===== config.mk =====
export PLATFORM = sky130hd
export DESIGN_NAME = radix_integer_to_ascii_top
export DESIGN_NICKNAME = d
export VERILOG_FILES = /design/src/rtl/ritoa_pkg.sv /design/src/rtl/ritoa_dabble.sv /design/src/rtl/radix_integer_to_ascii_top.sv
export SDC_FILE = /design/constraint.sdc
export NUM_CORES = 1
export LEC_CHECK = 0
export BUFFER_PORTS_ARGS = -buffer_cell sky130_fd_sc_hd__buf_2
export CAP_MARGIN = 20
export CORE_UTILIZATION = 50
export CTS_CLUSTER_SIZE = 12
export DETAILED_ROUTE_END_ITERATION = 10
export PLACE_DENSITY = 0.77
export SYNTH_ARGS = -nofsm -noshare
export SYNTH_HDL_FRONTEND = slang
export SYNTH_SLANG_ARGS = --single-unit

===== constraint.sdc =====
create_clock -name i_clk -period 5.3 [get_ports i_clk]
set_clock_uncertainty 0.1 [all_clocks]
set_input_delay 0.53 -clock i_clk [delete_from_list [all_inputs] [get_ports i_clk]]
set_output_delay 0.53 -clock i_clk [all_outputs]
set_load 0.02 [all_outputs]

===== src/rtl/ritoa_pkg.sv =====
// ritoa_pkg: shared types and constants for the radix integer-to-ASCII block.
// No dependencies; imported by ritoa_dabble and radix_integer_to_ascii_top.
`default_nettype none

package ritoa_pkg;

    typedef logic [1:0] t_radix_sel;
    typedef logic [3:0] t_digit;
    typedef logic [6:0] t_char;

    localparam t_radix_sel RADIX_BIN = 2'd0;
    localparam t_radix_sel RADIX_DEC = 2'd1;
    localparam t_radix_sel RADIX_HEX = 2'd2;

    localparam t_char ASCII_ZERO  = 7'h30;
    localparam t_char ASCII_LOW_A = 7'h61;
    localparam t_digit DEC_TEN    = 4'd10;

    function automatic t_char digit_to_ascii(input t_digit d);
        t_char c;
        if (d < DEC_TEN) begin
            c = ASCII_ZERO + {3'b000, d};
        end else begin
            c = ASCII_LOW_A - {3'b000, DEC_TEN} + {3'b000, d};
        end
        return c;
    endfunction

endpackage

`default_nettype wire


===== src/rtl/ritoa_dabble.sv =====
// ritoa_dabble: one shift-and-add-3 step of binary-to-BCD conversion.
// Depends on ritoa_pkg; used by radix_integer_to_ascii_top.
`default_nettype none

module ritoa_dabble
    import ritoa_pkg::*;
#(
    parameter int NUM_DIGITS = 20
) (
    input  wire logic [4*NUM_DIGITS-1:0] i_bcd,
    input  wire logic                    i_bit,
    output logic      [4*NUM_DIGITS-1:0] o_bcd
);

    logic [4*NUM_DIGITS-1:0] adj;

    // digits of five or more get +3 so the following doubling carries right
    always_comb begin
        for (int k = 0; k < NUM_DIGITS; k++) begin
            if (i_bcd[4*k +: 4] >= 4'd5) begin
                adj[4*k +: 4] = i_bcd[4*k +: 4] + 4'd3;
            end else begin
                adj[4*k +: 4] = i_bcd[4*k +: 4];
            end
        end
    end

    assign o_bcd = {adj[4*NUM_DIGITS-2:0], i_bit};

endmodule

`default_nettype wire


===== src/rtl/radix_integer_to_ascii_top.sv =====
// radix_integer_to_ascii_top: converts an unsigned integer to ASCII digits, MSB first.
// Depends on ritoa_pkg and ritoa_dabble.
//
//   channel | direction | signals                          | handshake
//   --------+-----------+----------------------------------+-----------------
//   request | in        | i_value, i_radix_select          | i_valid / o_stall
//   digit   | out       | o_digit_char, o_last             | o_valid / i_stall
//
// Binary and hex requests load straight into the digit register; decimal first runs
// double dabble in S_CONV through the shared ritoa_dabble step, one input bit per step.
// Emission in S_EMIT then shifts out suppressed leading zeros without output, loads
// each remaining digit into the output register when it is free, and waits on stalls.
// o_stall is high from acceptance until the last digit enters the output register.
// Reset is synchronous, active low, and clears the sequencer and output valid.
`default_nettype none

module radix_integer_to_ascii_top
    import ritoa_pkg::*;
#(
    parameter int VALUE_BITS = 64
) (
    input  wire logic        i_clk,
    input  wire logic        i_rst_n,
    input  wire logic        i_valid,
    output logic             o_stall,
    input  wire logic [63:0] i_value,
    input  wire logic [1:0]  i_radix_select,
    output logic             o_valid,
    input  wire logic        i_stall,
    output logic [6:0]       o_digit_char,
    output logic             o_last
);

    localparam int NUM_DEC = (VALUE_BITS * 30103) / 100000 + 1;
    localparam int NUM_HEX = (VALUE_BITS + 3) / 4;
    localparam int DW      = 4 * NUM_DEC;
    localparam int CW      = $clog2(DW + 1);

    localparam logic [1:0] S_IDLE = 2'd0;
    localparam logic [1:0] S_CONV = 2'd1;
    localparam logic [1:0] S_EMIT = 2'd2;

    logic [1:0]            r_state;
    logic [VALUE_BITS-1:0] r_bin;
    logic [DW-1:0]         r_dig;
    logic [CW-1:0]         r_cnt;
    logic                  r_wide;
    logic                  r_lead;
    logic                  r_ov;
    t_char                 r_char;
    logic                  r_last;

    logic [VALUE_BITS-1:0] val;
    logic [4*NUM_HEX-1:0]  hex_pad;
    logic [DW-1:0]         dd_next;
    logic [DW-1:0]         dig_shift;
    t_digit                top_digit;
    logic                  out_free;
    logic                  skip_zero;
    logic                  fire;

    assign val     = i_value[VALUE_BITS-1:0];
    assign hex_pad = (4*NUM_HEX)'(val);

    ritoa_dabble #(
        .NUM_DIGITS(NUM_DEC)
    ) u_dabble (
        .i_bcd(r_dig),
        .i_bit(r_bin[VALUE_BITS-1]),
        .o_bcd(dd_next)
    );

    assign top_digit = r_wide ? r_dig[DW-1 -: 4] : {3'b000, r_dig[DW-1]};
    assign dig_shift = r_wide ? (r_dig << 4) : (r_dig << 1);
    assign out_free  = !r_ov || !i_stall;
    assign skip_zero = r_lead && (top_digit == 4'd0) && (r_cnt > CW'(1));
    assign fire      = (r_state == S_EMIT) && !skip_zero && out_free;

    always_ff @(posedge i_clk) begin
        if (!i_rst_n) begin
            r_state <= S_IDLE;
            r_ov    <= 1'b0;
        end else begin
            unique case (r_state)
                S_IDLE: begin
                    if (i_valid) begin
                        r_lead <= 1'b1;
                        unique case (i_radix_select)
                            RADIX_BIN: begin
                                r_dig   <= DW'(val) << (DW - VALUE_BITS);
                                r_cnt   <= CW'(VALUE_BITS);
                                r_wide  <= 1'b0;
                                r_state <= S_EMIT;
                            end
                            RADIX_DEC: begin
                                r_bin   <= val;
                                r_dig   <= '0;
                                r_cnt   <= CW'(VALUE_BITS);
                                r_wide  <= 1'b1;
                                r_state <= S_CONV;
                            end
                            default: begin
                                r_dig   <= DW'(hex_pad) << (DW - 4*NUM_HEX);
                                r_cnt   <= CW'(NUM_HEX);
                                r_wide  <= 1'b1;
                                r_state <= S_EMIT;
                            end
                        endcase
                    end
                end
                S_CONV: begin
                    r_dig <= dd_next;
                    r_bin <= r_bin << 1;
                    if (r_cnt == CW'(1)) begin
                        r_cnt   <= CW'(NUM_DEC);
                        r_state <= S_EMIT;
                    end else begin
                        r_cnt <= r_cnt - CW'(1);
                    end
                end
                S_EMIT: begin
                    if (skip_zero || fire) begin
                        r_dig <= dig_shift;
                        r_cnt <= r_cnt - CW'(1);
                    end
                    if (fire) begin
                        r_lead <= 1'b0;
                        if (r_cnt == CW'(1)) begin
                            r_state <= S_IDLE;
                        end
                    end
                end
                default: begin
                    r_state <= S_IDLE;
                end
            endcase

            if (fire) begin
                r_ov <= 1'b1;
            end else if (!i_stall) begin
                r_ov <= 1'b0;
            end
        end
    end

    // output payload, loaded only when the slot is free
    always_ff @(posedge i_clk) begin
        if (fire) begin
            r_char <= digit_to_ascii(top_digit);
            r_last <= (r_cnt == CW'(1));
        end
    end

    assign o_stall      = (r_state != S_IDLE);
    assign o_valid      = r_ov;
    assign o_digit_char = r_char;
    assign o_last       = r_last;

endmodule

`default_nettype wire


Yosys cells after proc, flatten, opt, wreduce, memory -nomap -nowiden
Index checks and enable logic that the tools add are counted.
{"block": "totals", "register_bits": 164, "input_bits": 70, "out_inout_bits": 10, "wordCells": 134}
{"block": "classes", "add_sub_neg": 23, "n_lt_le_gt_ge": 22, "eq_ne": 11, "n_mux": 47, "n_reduce_logical": 22}
{"op": "$mux 80", "n": 4}
{"op": "$pmux 80 s3", "n": 1}
{"op": "$mux 64", "n": 2}
{"op": "$pmux 64 s2", "n": 1}
{"op": "$ge 4x3->1 const B", "n": 20}
{"op": "$mux 4", "n": 20}
{"op": "$add 4x2->4 const B", "n": 19}
{"op": "$mux 7", "n": 5}
{"op": "$pmux 7 s3", "n": 1}
{"op": "$reduce_and 4->1", "n": 4}
{"op": "$mux 2", "n": 5}
{"op": "$ne 2x1->1 const B", "n": 4}
{"op": "$add 6x4->7 const A", "n": 1}
{"op": "$add 7x4->7 const A", "n": 1}
{"op": "$eq 7x1->1 const B", "n": 1}
{"op": "$gt 7x1->1 const B", "n": 1}
{"op": "$sub 7x1->7 const B", "n": 1}
{"op": "$ne 2x2->1 const B", "n": 3}
{"op": "$pmux 2 s3", "n": 1}
{"op": "$reduce_bool 2->1", "n": 3}
{"op": "$mux 1", "n": 5}
{"op": "$eq 2x1->1 const B", "n": 2}
{"op": "$logic_and 1x1->1", "n": 4}
{"op": "$logic_not 2->1", "n": 2}
{"op": "other kinds (11)", "n": 14}

Longest topological paths before layout
Gate-level depths: netlist of the first run.
{"block": "logic_depth", "word_depth": 10, "depth_mapped": 8, "depth_no_buf": 6}

Modules after synthesis
A second synthesis of the first run with hierarchy kept.
{"block": "hier_totals", "hier_cells": 907, "area_unflattened_um2": 10072.2}
{"module": "radix_integer_to_ascii_top", "n_inst": 1, "cells_per_inst": 590, "area_each_um2": 8057.7, "seq_area_each_um2": 4894.7}
{"module": "ritoa_dabble", "n_inst": 1, "cells_per_inst": 317, "area_each_um2": 2014.4, "seq_area_each_um2": 0.0}

Worst setup path before layout of the first run
Ideal clock, no wire load.
{"block": "synth_path", "path_type": "flip-flop to flip-flop", "start": "register r_wide", "end": "register r_cnt[0] (enable)", "setup_ns": 0.452, "arrival_time_ns": 3.695, "required_time_ns": 4.748, "slack_ns": 1.053, "stages_incl_launch_ff": 9, "path_buffers": 3, "period_less_slack_ns": 4.247, "path_cell_list": "edfxtp_1 > clkbuf_1 > buf_2 > buf_2 > mux2i_1 > ha_1 > nand3_1 > o21ai_0 > o21a_1"}
{"block": "synth_between", "elab_chain_len": 10}
{"element": "from (decl)", "line": "radix_integer_to_ascii_top.sv:47", "rtl": "logic r_wide;"}
{"element": "from (signal assigned)", "line": "radix_integer_to_ascii_top.sv:92", "rtl": "r_wide <= 1'b0;"}
{"element": "from (signal assigned)", "line": "radix_integer_to_ascii_top.sv:99", "rtl": "r_wide <= 1'b1;"}
{"element": "from (signal assigned)", "line": "radix_integer_to_ascii_top.sv:105", "rtl": "r_wide <= 1'b1;"}
{"element": "$mux 4 *", "line": "radix_integer_to_ascii_top.sv:73", "rtl": "assign top_digit = r_wide ? r_dig[DW-1 -: 4] : {3'b000, r_dig[DW-1]};"}
{"element": "$logic_not 4->1 *", "line": "radix_integer_to_ascii_top.sv:76", "rtl": "assign skip_zero = r_lead && (top_digit == 4'd0) && (r_cnt > CW'(1));"}
{"element": "$logic_and 1x1->1 * (2 in series)", "line": "radix_integer_to_ascii_top.sv:76"}
{"element": "$logic_not 1->1", "line": "radix_integer_to_ascii_top.sv:77", "rtl": "assign fire = (r_state == S_EMIT) && !skip_zero && out_free;"}
{"element": "$logic_and 1x1->1 (2 in series)", "line": "radix_integer_to_ascii_top.sv:77"}
{"element": "$logic_or 1x1->1 *", "line": "radix_integer_to_ascii_top.sv:122", "rtl": "if (skip_zero || fire) begin"}
{"element": "$ne 2x1->1 (no source line) *"}
{"element": "$reduce_and 4->1 (no source line) *"}
{"element": "to (signal assigned)", "line": "radix_integer_to_ascii_top.sv:91", "rtl": "r_cnt <= CW'(VALUE_BITS);"}
{"element": "to (signal assigned)", "line": "radix_integer_to_ascii_top.sv:118", "rtl": "r_cnt <= r_cnt - CW'(1);"}
{"element": "to (signal assigned)", "line": "radix_integer_to_ascii_top.sv:124", "rtl": "r_cnt <= r_cnt - CW'(1);"}
{"element": "to (decl)", "line": "radix_integer_to_ascii_top.sv:46", "rtl": "logic [CW-1:0] r_cnt;"}
Every way passes the cells marked *; elsewhere a longest branch is shown, timed or not.
A chain may end at the register's enable or synchronous reset.

Worst setup path after layout of the first run
{"block": "layout_path", "start": "register r_wide", "end": "register r_dig[6] (enable)"}
{"block": "layout_between", "elab_chain_len": 10}
{"element": "$mux 4 *", "line": "radix_integer_to_ascii_top.sv:73"}
{"element": "$logic_not 4->1 *", "line": "radix_integer_to_ascii_top.sv:76"}
{"element": "$logic_and 1x1->1 * (2 in series)", "line": "radix_integer_to_ascii_top.sv:76"}
{"element": "$logic_not 1->1", "line": "radix_integer_to_ascii_top.sv:77"}
{"element": "$logic_and 1x1->1 (2 in series)", "line": "radix_integer_to_ascii_top.sv:77"}
{"element": "$logic_or 1x1->1 *", "line": "radix_integer_to_ascii_top.sv:122"}
{"element": "$ne 2x1->1 (no source line) *"}
{"element": "$reduce_and 4->1 (no source line) *"}
{"element": "to (signal assigned)", "line": "radix_integer_to_ascii_top.sv:90", "rtl": "r_dig <= DW'(val) << (DW - VALUE_BITS);"}
{"element": "to (signal assigned)", "line": "radix_integer_to_ascii_top.sv:103", "rtl": "r_dig <= DW'(hex_pad) << (DW - 4*NUM_HEX);"}
{"element": "to (signal assigned)", "line": "radix_integer_to_ascii_top.sv:123", "rtl": "r_dig <= dig_shift;"}
{"element": "to (decl)", "line": "radix_integer_to_ascii_top.sv:45", "rtl": "logic [DW-1:0] r_dig;"}
Marked as above.

==> results.yml, run 1 <==
drt:
  drc: 0
  avgRoutedWirePerCell_microns: 18.6
  routed_wl_mm: 22.8
  ant_nets: 0
  vias_per_cell: 5.90
  drt-initial-drc-count: 558
  drtPass1Iterations: 8
  num_vias: 7227
floorplanning:
  dieArea_sq_um: 20700
  num_rows: 51
  boundaryPins: 80
  core_sq_um: 19600
  dieHeight_microns: 144
  dieWidth_microns: 144
  initial_core_util_pct: 51.5
grt:
  globalRoute.totalOverflow: 0
  grt_max_degree: 78
  antenna_found_initial: 0
  use_met1_pct: 29.7
  grt_usage_pct: 23.1
  use_met2_pct: 39.0
  met3_usage_pct: 3.64
  top_usage_layer: "met2"
  grt_pass1_wl_mm: 36.6
  grt_pass1_vias: 7026
outcome:
  outcome: "finished, final reports clean"
timing:
  finalMaxSlewViolations: 0
  finalSetupViolations: 0
  period_minus_slack_ns: 3.66
  worstMarginPinSlew_ns: 1.05
  finalSetupTns_ns: 0
  fmax_mhz: 273
  maxSlewHeadroom_pct: 29.5
  rsz0062_at_grt: "false"
  hold_viol_final: 0
  fin_crit_sh_pct: 69.1
cells_and_area:
  nets: 1064
  syn_to_final_growth_pct: 13.3
  fin_util_pct: 58.3
  fill_cells: 1649
  drive_gt1_share_pct: 20.9
  instances_no_fill: 1224
  diodes: 0
critical_path:
  crit_slowest_cell: "o21a_4"
  cpPeakStageDelay_ns: 0.80
  worst_path_most_repeated_cell: "buf_4"
  startpoint_type: "flop"
  crit_path_max_fanout: 63
  crit_chain: "buf_4 -> mux2i_1 -> ha_1 -> nand3_1 -> o21ai_0 -> o21a_4 -> buf_4"
  path_class: "flop to flop"
  cp-end-kind: "flop"
  rrSetupSlack_ns: 1.64
  critPathArrivalTime_ns: 3.66
  worstPathRequired_ns: 5.29
yosys:
  ys_types: 49
  avgSynthCellArea_sq_um: 11.4
  ys.flop_type: "edfxtp_1"
  synthTopCellsByCount: "161 x edfxtp_1, 85 x mux2i_1, 70 x mux2_2"
  synth_top_area_share_pct: 48.0
  ys_seq_elements: 164
  ys_warn_count: 0
  async_reset_ff_share_pct: 0
  ys_seq_area_share_pct: 48.6
  synthTopCellsByArea: "edfxtp_1 48%, mux2i_1 8.4%, mux2_2 7.8%, ha_1 6.0%, a21oi_1 2.8%"
  synthCells: 881
  synth-edff-count: 161
  syn_area_sq_um: 10100
  yosysTopAreaCell: "edfxtp_1"
  yosysMostFrequentCell: "edfxtp_1"
  syn_nets: 999
pwr:
  swShare_pct: 30.3
  comb_power_share_pct: 24.8
  p_per_area_nw_per_um2: 378
  sequentialPowerShare_pct: 41.6
  p_leak_nw: 4.39
  peakVddDrop_v: 0.000244
  internal-power_mw: 3.01
  pwr-share-clk_pct: 33.5
  power.switching_mw: 1.31
cts:
  cts_resized: 0
  cts-root-buf: "clkbuf_16"
  h-tree-depth: 4
  cts.sinks: 164
  cts_hold_buffers: 0
  clock_latency_ns: 0.43
  clock_path_buffers: 2
  clk_pin_slew_ns: 0.06
  cts_tree: "yes"
  cts_buffers: 17
  post_cts_buffers: 0
placement:
  dp_hpwl_mm: 14.5
  placed_cells: 1192
  gp_congestion: 0.821
  io_buffers: 79
run:
  cap_violations: 0
hold_path:
  hold_class: "primary input to flop"
metal layers:
layer	vias up	share of wire, %
met5	-	0
met4	0	1.8
met3	29	5.0
met2	206	50
met1	3535	43
li1	3457	-
logic make-up (layout without fill, tap and decap cells):
group	after synthesis	in the layout	share of synthesized area (%)
adders and majority gates	48	48	5.96
muxes	155	155	16.3
other	1	1	0.0372
and+or+nand+nor	187	187	9.36
DFF	164	164	48.6
buffers and inverters	95	173	3.70
AOI/OAI and AO/OA	203	203	13.7
xor gates and xnor gates	28	28	2.43
metrics by stage:
stage	area [sq um]	worst slack, ns	hold slack (ns)	total power [mW]
3_5_place_dp	10700	1.72	0.433	2.88
2_1_floorplan	10100	1.05	0.370	2.57
6_report	11400	1.64	0.292	4.32
4_1_cts	11400	1.65	0.281	4.32
3_3_place_gp	10700	1.81	0.424	2.84
5_1_grt	11400	1.39	0.288	4.51
critical path, delay by kind of cell, from the launching register on:
kind,cells,cell delay [ns]
adder cells (fa/ha/maj),1,0.23
buffers and inverters,2,0.97
multiplexers,1,0.38
flip-flops,1,0.33
AO/OA/AOI/OAI,2,1.21
AND/OR/NAND/NOR,1,0.06
final cells by class:
cell class	count	area, sq um	area share (%)
clock inverter	15	259	2.27
inverter	50	188	1.64
multi-input combinational	622	4840	42.4
clock buffer	17	425	3.72
tap	265	332	2.90
timing repair buffer	91	485	4.25
sequential	164	4890	42.8
flip-flops by register name (all words and copies together), names as in the netlist:
name          cells
r_cnt             7
o_last            1
r_state           2
r_bin            64
o_valid           1
o_digit_char      7
r_dig            80
r_wide            1
r_lead            1
worst paths after layout:
kind	end	from	depth (start not counted)
setup reg to reg	r_dig[6]$_DFFE_PP_	r_wide$_DFFE_PP_	7
setup / recovery	r_dig[6]$_DFFE_PP_	r_wide$_DFFE_PP_	7
hold reg to reg	r_bin[52]$_DFFE_PP_	r_bin[51]$_DFFE_PP_	1
hold / removal	r_dig[61]$_DFFE_PP_	i_value[45]	3
power by group through the flow:
stage               Sequential (mW)  Combinational, mW  Clock (mW)
finish                         1.80               1.07        1.45
global route                   1.82               1.19        1.50
CTS                            1.79               1.07        1.46
detailed placement             1.82               1.06           0
global placement               1.81               1.03           0
floorplan                      1.79              0.786           0
cells in the final DEF, fill, tap and decap left out, types with 5 or more instances in the layout:
cell	netlist	final
xnor2_1	20	20
mux2_2	70	70
o221ai_1	29	29
nand2_1	66	66
nor3_1	5	5
edfxtp_1	161	161
xor2_1	8	8
buf_2	13	79
nor2_1	37	36
clkbuf_16	0	17
a221o_1	12	12
inv_1	48	48
o22a_1	20	20
ha_1	48	47
nand2b_1	23	23
nand3_1	8	8
nor3b_1	32	32
mux2i_1	85	85
o21ai_0	48	48
bufinv_16	0	7
a21oi_1	57	57
o31ai_1	5	5
buf_4	0	12
Note: power is estimated with default switching activity, not from simulation.
==> run 2, diff against run 1 <==
--- a/config.mk
+++ b/config.mk
@@ -5,6 +5,7 @@
 export SDC_FILE = /design/constraint.sdc
 export NUM_CORES = 1
 export LEC_CHECK = 0
+export ABC_AREA = 1
 export BUFFER_PORTS_ARGS = -buffer_cell sky130_fd_sc_hd__buf_2
 export CAP_MARGIN = 20
 export CORE_UTILIZATION = 50
==> constraint.sdc (replaced) <==
create_clock -name i_clk -period 3.55 [get_ports i_clk]
set_clock_uncertainty 0.1 [all_clocks]
set_input_delay 0.355 -clock i_clk [delete_from_list [all_inputs] [get_ports i_clk]]
set_output_delay 0.355 -clock i_clk [all_outputs]
set_load 0.02 [all_outputs]
==> run 2 against run 1 <==
Net effect: utilization fell by 0.071 points; register-to-register slack lost 0.67 ns; via count is 24% higher; fmax grew 42%; hold slack worse by 0.19 ns; cell count grew 26%; largest cell class unchanged.
==> results.yml, run 2 <==
outcome:
  outcome: "finished, final reports clean"
drt:
  drc: 0
  num_vias: 8958
  drt-initial-drc-count: 938
  vias_per_cell: 5.81
  drtPass1Iterations: 5
  ant_nets: 0
  avgRoutedWirePerCell_microns: 16.6
  routed_wl_mm: 25.7
critical_path:
  worst_r2r_startpoint: "r_state[1]$_SDFFE_PN0P_"
  cp-end-kind: "flop"
  cpPeakStageDelay_ns: 0.47
  crit_family: "buffers and inverters"
  crit_slowest_cell: "o21ai_0"
  worst_path_most_repeated_cell: "inv_1"
  worstPathRequired_ns: 3.63
  rrSetupSlack_ns: 0.97
  crit_path_max_fanout: 14
  path_class: "flop to flop"
  timing.rr.end: "r_dig[15]$_DFFE_PP_"
  startpoint_type: "flop"
  crit_chain: "inv_1 -> ha_2 -> inv_1 -> o21ai_0 -> nor2_1 -> o21ai_1 -> clkinvlp_4 -> buf_4"
  critPathBufInv: 4
  rr_worst_depth: 8
  critPathArrivalTime_ns: 2.66
yosys:
  synth_top_area_share_pct: 47.2
  ys.flop_type: "edfxtp_1"
  ys_warn_count: 0
  synthTopCellsByCount: "250 x nand2_1, 167 x a21oi_1, 161 x edfxtp_1"
  avgSynthCellArea_sq_um: 8.42
  yosysMostFrequentCell: "nand2_1"
  synthCells: 1216
  syn_area_sq_um: 10200
  ys_seq_elements: 164
  ys_types: 36
  synth-edff-count: 161
  ys_seq_area_share_pct: 47.8
  async_reset_ff_share_pct: 0
  syn_nets: 1334
  synthTopCellsByArea: "edfxtp_1 47%, nand2_1 9.2%, a21oi_1 8.2%, o21ai_0 7.2%, ha_1 5.9%"
  yosysTopAreaCell: "edfxtp_1"
hold_path:
  min_to: "r_state[1]$_SDFFE_PN0P_"
  min_from: "i_rst_n"
  holdPathStages: 3
  hold_class: "primary input to flop"
timing:
  fmax_mhz: 388
  worstMarginPinSlew_ns: 0.919
  hold_viol_final: 0
  finalSetupViolations: 0
  finalSetupTns_ns: 0
  finalMaxSlewViolations: 0
  maxSlewHeadroom_pct: 38.7
  rsz0062_at_grt: "false"
  period_minus_slack_ns: 2.58
  fin_crit_sh_pct: 72.7
floorplanning:
  num_rows: 51
  boundaryPins: 80
  initial_core_util_pct: 51.7
  dieHeight_microns: 145
  core_sq_um: 19800
  dieArea_sq_um: 21000
  dieWidth_microns: 145
cells_and_area:
  final_cell_mix: "250 x nand2_1, 167 x a21oi_1, 161 x edfxtp_1"
  multiInputGateArea_sq_um: 4540
  largest_register_ffs: 80
  syn_to_final_growth_pct: 12.6
  reg_top3: "r_dig: 80 flops, r_bin: 64 flops"
  register_area_sq_um: 4890
  final_common_cell: "nand2_1"
  drive_gt1_share_pct: 10.8
  nets: 1383
  fin_util_pct: 58.2
  fill_cells: 1745
  regMostFlops: "r_dig"
  diodes: 0
  finalInstanceArea_sq_um: 11500
run:
  cap_violations: 0
cts:
  clk_pin_slew_ns: 0.06
  cts_tree: "yes"
  clock_latency_ns: 0.43
  cts.sinks: 164
  cts_buffers: 17
  clock_path_buffers: 2
  cts_hold_buffers: 0
  cts-root-buf: "clkbuf_16"
  cts_resized: 0
  post_cts_buffers: 0
  h-tree-depth: 4
pwr:
  p_per_area_nw_per_um2: 897
  peakVddDrop_v: 0.000801
  p_leak_nw: 4.70
grt:
  grt_max_degree: 132
  grt_usage_pct: 24.6
  antenna_found_initial: 0
  grt_pass1_vias: 8404
  globalRoute.totalOverflow: 0
  grt_pass1_wl_mm: 41.7
placement:
  io_buffers: 79
  gp_congestion: 0.870
  dp_hpwl_mm: 16.5
  placed_area_sq_um: 10900
[run 2: changes by cell type after synthesis, moves of 26 or more]
cell	change
a21oi_1	+110
a31oi_1	+26
inv_1	+94
mux2_2	-70
mux2i_1	-84
nand2_1	+184
nand3_1	+30
nor3b_1	-32
o211ai_1	+31
o21ai_0	+100
o221ai_1	-27
[run 2: worst reg2reg max path: stages (launching register included)]
cell and delay, ns:
dfxtp_1 0.34, inv_1 0.12, ha_2 0.29, inv_1 0.09, o21ai_0 0.47, nor2_1 0.09
o21ai_1 0.16, clkinvlp_4 0.35, buf_4 0.33
[run 2: worst max-delay path by stage]
stage | endpoint | slack (ns) | startpoint | depth (start not counted)
2_1_floorplan | r_cnt[0]$_DFFE_PP_ | 0.16 | r_wide$_DFFE_PP_ | 11
3_3_place_gp | r_dig[19]$_DFFE_PP_ | 1.05 | r_wide$_DFFE_PP_ | 10
3_5_place_dp | r_dig[19]$_DFFE_PP_ | 0.97 | r_state[1]$_SDFFE_PN0P_ | 8
4_1_cts | r_dig[15]$_DFFE_PP_ | 0.95 | r_state[1]$_SDFFE_PN0P_ | 8
5_1_grt | r_dig[15]$_DFFE_PP_ | 0.76 | r_state[1]$_SDFFE_PN0P_ | 8
6_report | r_dig[15]$_DFFE_PP_ | 0.97 | r_state[1]$_SDFFE_PN0P_ | 8
[run 2: area by class of cell]
| cell class | count | share of cell area (%) |
|---|---|---|
| Timing Repair Buffer | 97 | 5.15 |
| Clock inverter | 11 | 1.60 |
| Clock buffer | 20 | 3.79 |
| Tap cell | 265 | 2.88 |
| Multi-Input combinational cell | 841 | 39.4 |
| Inverter | 144 | 4.72 |
| Sequential cell | 164 | 42.5 |
[run 2: logic make-up after synthesis]
family | Yosys count | share of synthesized area (%)
multiplexers | 1 | 0.0978
AND/OR/NAND/NOR | 347 | 13.7
XOR/XNOR | 14 | 1.20
adder cells (fa/ha/maj) | 48 | 5.87
buffers and inverters | 211 | 8.11
AO/OA/AOI/OAI | 430 | 23.2
other | 1 | 0.0366
flip-flops | 164 | 47.8
[run 2: through the flow]
step	hold slack [ns]	power (mW)	instances	setup slack, ns
6_report	0.0985	10.3	1542	0.970
5_1_grt	0.101	11.1	1542	0.762
4_1_cts	0.0896	10.3	1542	0.953
3_5_place_dp	0.404	8.27	1511	0.969
3_3_place_gp	0.397	8.13	1511	1.05
2_1_floorplan	0.376	6.95	1216	0.160
[run 2: layer usage]
layer,wire length [microns],vias to the layer above,share of wire [%],GRT usage [%]
li1,-,4366,-,-
met1,11500,4193,45,33.2
met2,11900,355,46,39.5
met3,1740,44,6.8,4.78
met4,547,0,2.1,8.84
met5,0,-,0,0
[run 2: report_power, final]
| part | switching, mW | leakage [nW] | total, mW | internal [mW] |
|---|---|---|---|---|
| registers | 0.455 | 1.55 | 3.64 | 3.19 |
| logic | 3.22 | 2.85 | 4.70 | 1.47 |
| clock network | 0.755 | 0.299 | 1.99 | 1.24 |
| total | 4.43 | 4.70 | 10.3 | 5.90 |
